File: src/rtl/agtm_pkg.sv
`timescale 1ns / 1ps
// ----------------------------------------------------------------------------
// agtm_pkg
// Shared types, constants and the microprogram of the scan-group averager.
// ----------------------------------------------------------------------------
package agtm_pkg;

    localparam int SAMPLE_W       = 12;
    localparam int GC_W           = 4;
    localparam int GROUPS_DEFAULT = 10;
    localparam int SUM_W          = 18;
    localparam int CNT_W          = 15;
    localparam int DIV_W          = 25;
    localparam int QUO_W          = 24;
    localparam int MUL_W          = 33;
    localparam int PROD_W         = 2 * MUL_W;
    localparam int RECIP_SHIFT    = 35;
    localparam int STEP_W         = 4;
    localparam int CFG_IDX_W      = 3;
    localparam int CFG_W          = 32;
    localparam int VAL_W          = 32;
    localparam int UVAL_W         = 31;
    localparam int IN_DATA_W      = 48;
    localparam int OUT_DATA_W     = 128;

    localparam logic [SUM_W-1:0]    REF_NOMINAL  = SUM_W'(1489);
    localparam logic [MUL_W-1:0]    RECIP_10     = 33'h0_CCCC_CCCD;
    localparam logic [DIV_W-1:0]    FLOOR_ADJ    = DIV_W'(9);
    localparam logic signed [PROD_W-1:0] DEG_OFFSET = 66'sd1638400;
    localparam logic signed [PROD_W-1:0] SAT_MAX    = 66'sd2147483647;
    localparam logic signed [PROD_W-1:0] SAT_MIN    = -66'sd2147483648;

    localparam logic [VAL_W-1:0]  RST_SCALE_A   = 32'd0;
    localparam logic [VAL_W-1:0]  RST_OFFSET_A  = 32'd45875;
    localparam logic [VAL_W-1:0]  RST_SCALE_B   = 32'd0;
    localparam logic [UVAL_W-1:0] RST_SENSOR_V25 = 31'd93716;
    localparam logic [UVAL_W-1:0] RST_INV_SLOPE  = 31'd15241216;
    localparam logic [VAL_W-1:0]  RST_FILT_A    = 32'd786432;
    localparam logic [VAL_W-1:0]  RST_FILT_B    = 32'd275251;
    localparam logic [VAL_W-1:0]  RST_FILT_S    = 32'd88913;

    localparam logic [CFG_IDX_W-1:0] REG_SCALE_A    = 3'd0;
    localparam logic [CFG_IDX_W-1:0] REG_OFFSET_A   = 3'd1;
    localparam logic [CFG_IDX_W-1:0] REG_SCALE_B    = 3'd2;
    localparam logic [CFG_IDX_W-1:0] REG_SENSOR_V25 = 3'd3;
    localparam logic [CFG_IDX_W-1:0] REG_INV_SLOPE  = 3'd4;

    localparam logic [1:0] SEQ_NEXT   = 2'd0;
    localparam logic [1:0] SEQ_INPUT  = 2'd1;
    localparam logic [1:0] SEQ_OUTPUT = 2'd2;

    localparam logic [1:0] A_DIV     = 2'd0;
    localparam logic [1:0] A_SCALE_A = 2'd1;
    localparam logic [1:0] A_SCALE_B = 2'd2;
    localparam logic [1:0] A_DIFF    = 2'd3;

    localparam logic [1:0] B_RECIP = 2'd0;
    localparam logic [1:0] B_CNT_A = 2'd1;
    localparam logic [1:0] B_CNT_B = 2'd2;
    localparam logic [1:0] B_INV   = 2'd3;

    localparam logic [1:0] D_SUM_A = 2'd0;
    localparam logic [1:0] D_SUM_B = 2'd1;
    localparam logic [1:0] D_SUM_S = 2'd2;
    localparam logic [1:0] D_XSENS = 2'd3;

    localparam logic [2:0] W_NONE   = 3'd0;
    localparam logic [2:0] W_CNT_A  = 3'd1;
    localparam logic [2:0] W_CNT_B  = 3'd2;
    localparam logic [2:0] W_CNT_S  = 3'd3;
    localparam logic [2:0] W_FILT_A = 3'd4;
    localparam logic [2:0] W_FILT_B = 3'd5;
    localparam logic [2:0] W_FILT_S = 3'd6;
    localparam logic [2:0] W_OUT    = 3'd7;

    typedef struct packed {
        logic [1:0] seq;
        logic       mul_en;
        logic [1:0] a_sel;
        logic [1:0] b_sel;
        logic [1:0] div_src;
        logic       div_floor;
        logic [2:0] wr_sel;
    } ctrl_t;

    typedef struct packed {
        logic start;
        logic out_free;
    } cond_t;

    function automatic ctrl_t ucode(input logic [STEP_W-1:0] step);
        ctrl_t c;
        c = '{seq: SEQ_NEXT, mul_en: 1'b0, a_sel: A_DIV, b_sel: B_RECIP,
              div_src: D_SUM_A, div_floor: 1'b0, wr_sel: W_NONE};
        unique case (step)
            4'd0:
            begin
                c.seq = SEQ_INPUT;
            end
            4'd1:
            begin
                c.mul_en  = 1'b1;
                c.div_src = D_SUM_A;
            end
            4'd2:
            begin
                c.mul_en  = 1'b1;
                c.div_src = D_SUM_B;
                c.wr_sel  = W_CNT_A;
            end
            4'd3:
            begin
                c.mul_en  = 1'b1;
                c.div_src = D_SUM_S;
                c.wr_sel  = W_CNT_B;
            end
            4'd4:
            begin
                c.wr_sel = W_CNT_S;
            end
            4'd5:
            begin
                c.mul_en = 1'b1;
                c.a_sel  = A_SCALE_A;
                c.b_sel  = B_CNT_A;
            end
            4'd6:
            begin
                c.mul_en = 1'b1;
                c.a_sel  = A_SCALE_B;
                c.b_sel  = B_CNT_B;
                c.wr_sel = W_FILT_A;
            end
            4'd7:
            begin
                c.mul_en    = 1'b1;
                c.div_src   = D_XSENS;
                c.div_floor = 1'b1;
                c.wr_sel    = W_FILT_B;
            end
            4'd8:
            begin
                c.wr_sel = W_FILT_S;
            end
            4'd9:
            begin
                c.mul_en = 1'b1;
                c.a_sel  = A_DIFF;
                c.b_sel  = B_INV;
            end
            4'd10:
            begin
                c.seq    = SEQ_OUTPUT;
                c.wr_sel = W_OUT;
            end
            default:
            begin
                c.seq = SEQ_OUTPUT;
            end
        endcase
        return c;
    endfunction

    function automatic logic [VAL_W-1:0] sat32(input logic signed [PROD_W-1:0] v);
        logic [VAL_W-1:0] r;
        if (v > SAT_MAX)
        begin
            r = SAT_MAX[VAL_W-1:0];
        end
        else if (v < SAT_MIN)
        begin
            r = SAT_MIN[VAL_W-1:0];
        end
        else
        begin
            r = v[VAL_W-1:0];
        end
        return r;
    endfunction

endpackage

File: src/rtl/agtm_sequencer.sv
`timescale 1ns / 1ps
// ----------------------------------------------------------------------------
// agtm_sequencer
// Step counter and microprogram store; issues one control word per cycle.
// ----------------------------------------------------------------------------
module agtm_sequencer (
    input  logic            clk,
    input  logic            rst_n,
    input  agtm_pkg::cond_t cond,
    output agtm_pkg::ctrl_t ctrl
);
    import agtm_pkg::*;

    logic [STEP_W-1:0] step_reg;
    logic [STEP_W-1:0] step_next;

    assign ctrl = ucode(step_reg);

    always_comb
    begin
        unique case (ctrl.seq)
            SEQ_INPUT:  step_next = cond.start ? step_reg + STEP_W'(1) : step_reg;
            SEQ_OUTPUT: step_next = cond.out_free ? '0 : step_reg;
            default:    step_next = step_reg + STEP_W'(1);
        endcase
    end

    always_ff @(posedge clk or negedge rst_n)
    begin
        if (!rst_n)
        begin
            step_reg <= '0;
        end
        else
        begin
            step_reg <= step_next;
        end
    end

endmodule

File: config.mk
export PLATFORM = sky130hd
export DESIGN_NAME = agtm_sequencer
export DESIGN_NICKNAME = d
export VERILOG_FILES = /design/src/rtl/agtm_pkg.sv /design/src/rtl/agtm_sequencer.sv
export SDC_FILE = /design/constraint.sdc
export NUM_CORES = 1
export LEC_CHECK = 0
export ABC_CLOCK_PERIOD_IN_PS = 4700
export BUFFER_PORTS_ARGS = -buffer_cell sky130_fd_sc_hd__clkbuf_2
export CORE_AREA = 8 8 45 47
export DETAILED_ROUTE_END_ITERATION = 8
export DIE_AREA = 0 0 53 55
export RECOVER_POWER = 100
export SKIP_LAST_GASP = 1
export SLEW_MARGIN = 20
export SYNTH_ARGS = -nofsm -noshare
export SYNTH_HDL_FRONTEND = slang
export SYNTH_SLANG_ARGS = --single-unit
File: constraint.sdc
create_clock -name clk -period 4.7 [get_ports clk]
set_input_delay 0.94 -clock clk [delete_from_list [all_inputs] [get_ports clk]]
set_output_delay 0.94 -clock clk [all_outputs]
set_load 0.005 [all_outputs]
==> flow_metrics.py <==
metrics = {
    "synth": {
        "ys_seq_elements": 4,
        "yosysSeqAreaShare_pct": 20.3,
        "synth-async-reset-ratio_pct": 100,
        "synth_top_area_share_pct": 20.3,
        "syn-cell-area_um2": 494,
        "syn-instance-count": 56,
        "synthTopCellsByArea": "dfrtp_1 20%, ha_1 10%, buf_6 6.8%",
        "synthTopCellsByCount": "5 x o21ai_0, 4 x dfrtp_1, 4 x ha_1, 4 x nor2_1",
        "ys_warn_count": 0,
        "synth.largest_area_cell": "dfrtp_1",
        "synthFlopType": "dfrtp_1",
        "synth_fp_nets": 64,
        "ys_types": 29,
        "post_synth.cell_area_avg_um2": 8.83,
        "yosysMostFrequentCell": "o21ai_0",
        "synth_edf_count": 0,
    },
    "status": {
        "status": "finished clean",
    },
    "floorplan": {
        "core_area_um2": 1380,
        "rows": 14,
        "die_y_um": 55,
        "start_util_pct": 35.7,
        "die_x_um": 53,
        "num_io_pins": 17,
        "dieArea_um2": 2920,
    },
    "hold_path": {
        "hold_path.class": "input pin to asynchronous set/reset pin",
    },
    "clock_tree": {
        "clock_path_buffers": 2,
        "hold_buffers": 0,
        "clk_pin_slew_ps": 30,
        "numCtsBuffers": 3,
        "cts-root-buf": "clkbuf_4",
        "cts_resized": 0,
        "cts_tree": "yes",
        "cts.htree.levels": 1,
        "cts_setup_buffers": 0,
        "cts_sinks": 4,
        "insertion_delay_ps": 230,
    },
    "final_layout": {
        "drive_above_1_share_pct": 21.7,
        "antenna_cells": 0,
        "nFillCells": 151,
        "nets": 79,
        "largest_register_ffs": 4,
        "area_growth_syn_to_layout_pct": 9.37,
    },
    "sta": {
        "worst_slack_ps": 2080,
        "final_max_slew_viol_count": 0,
        "period_share_pct": 55.7,
        "fin_skew_ps": 1.14,
        "hold_viol": 0,
        "setup_tns_ps": 0,
        "rsz0062_at_grt": "no",
        "finalSetupViolCount": 0,
        "fmax_mhz": 382,
        "min_period_ps": 2620,
        "worst_slew_pin_slew_ps": 427,
        "maxSlewHeadroom_pct": 71.5,
    },
    "pwr": {
        "irDropWorstVdd_mv": 0.317,
        "p_per_area_nw_per_um2": 726,
        "p_leak_uw": 0.000265,
    },
    "global_route": {
        "grt_usage_pct": 7.39,
        "overflow": 0,
        "antenna_found_initial": 0,
        "grt_pass1_vias": 399,
        "grt_pass1_wl_mm": 1.66,
        "grt_max_degree": 17,
    },
    "setup_path": {
        "crit_required_ps": 3760,
        "crit_buf_inv": 2,
        "slowest_delay_ps": 420,
        "crit_slowest_cell": "dfrtp_1",
        "cp-end-kind": "primary output",
        "crit_chain": "inv_1, ha_1, nor2_1, o21ai_0, o311a_1, clkbuf_2",
        "critPathLaunchType": "flip-flop",
        "crit_type": "flip-flop to primary output",
        "critPathTopFamily": "flip-flops",
        "critPathMaxFanout": 10,
        "critical_path_arrival_ps": 1680,
    },
    "placed_design": {
        "pre_cts_ws_ps": 2350,
        "portBuffers": 16,
        "place.gp.congestion": 0.783,
        "hpwl_um": 831,
    },
    "routing": {
        "drc": 0,
        "vias": 426,
        "viasPerCell": 5.01,
        "first_pass_iters": 1,
        "drtIter0Drc": 0,
        "wl_per_cell_um": 12.9,
        "routed_wl_mm": 1.10,
        "drtAntennaViolNets": 0,
    },
    "flow_run": {
        "cap_violations": 0,
    },
}
[final timing paths]
| path | startpoint | endpoint | slack, ps | cells past startpoint |
|---|---|---|---|---|
| worst max-delay path | step_reg[0] | ctrl[1] | 2080 | 6 |
| worst min-delay path | rst_n | step_reg[3] | 530 | 1 |
| worst max register to register | step_reg[0] | step_reg[2] | 2860 | 5 |
| worst min register to register | step_reg[0] | step_reg[0] | 570 | 1 |
| max in group asynchronous | rst_n | step_reg[1] | 3990 | 1 |
| min in group clk | step_reg[0] | step_reg[0] | 570 | 1 |
[per-stage QoR]
step	std cells	power (uW)	utilization, %	hold WS [ps]	area (um^2)
floorplan	56	307	-	521	494
finish	85	393	39.1	529	541
global placement	82	362	38.4	540	532
global route	85	435	39.1	549	541
CTS	85	411	40.1	502	554
detailed placement	82	367	38.4	570	532
[cell families after synthesis]
logic type | count (synthesis) | share of synthesized area, %
adder cells (fa/ha/maj) | 4 | 10.1
AND/OR/NAND/NOR | 20 | 26.8
AO/OA/AOI/OAI | 18 | 25.8
flip-flops | 4 | 20.3
multiplexers | 1 | 2.03
buffers and inverters | 9 | 14.9
[final cells by class]
type,count,area (um^2),area share (%)
inverter,3,11.3,2.08
clock buffer,3,22.5,4.17
multi-input combinational,43,315,58.3
tap,16,20.0,3.70
timing repair buffer,16,71.3,13.2
sequential,4,100,18.5
[cell usage in the layout (no fill, tap or decap), types with 2 or more instances in the layout]
master / count
nand2b_1: 2
dfrtp_1: 4
nor2_1: 4
o21ai_0: 5
nand2_1: 2
clkbuf_2: 9
nor3_1: 2
clkbuf_1: 7
clkbuf_4: 3
ha_1: 4
and2b_2: 2
o21a_1: 3
inv_1: 3
and2b_1: 2
nor3b_1: 2
a21oi_1: 2
[worst reg2reg max path, cell delays in order, from the launching register on]
cell	delay [ps]
dfrtp_1	420
inv_1	110
ha_1	330
or4b_1	540
nor4bb_1	160
a21o_1	170
[per-layer routing]
| layer | global-route usage (%) | vias up | share of wire, % |
|---|---|---|---|
| met5 | 0 | - | 0 |
| met4 | 5.17 | 0 | 0 |
| met3 | 1.60 | 0 | 8.6 |
| met2 | 12.3 | 11 | 43 |
| met1 | 8.26 | 192 | 48 |
| li1 | - | 223 | - |
[where the power goes]
group | total (uW) | leakage (uW) | internal (uW) | switching [uW]
Combinational | 271 | 0.000200 | 132 | 139
Clock | 40.5 | 0.0000138 | 28.4 | 12.1
Sequential | 81.3 | 0.0000509 | 49.9 | 31.4
Total | 393 | 0.000265 | 210 | 183
Power figures use the tool's default switching activity.
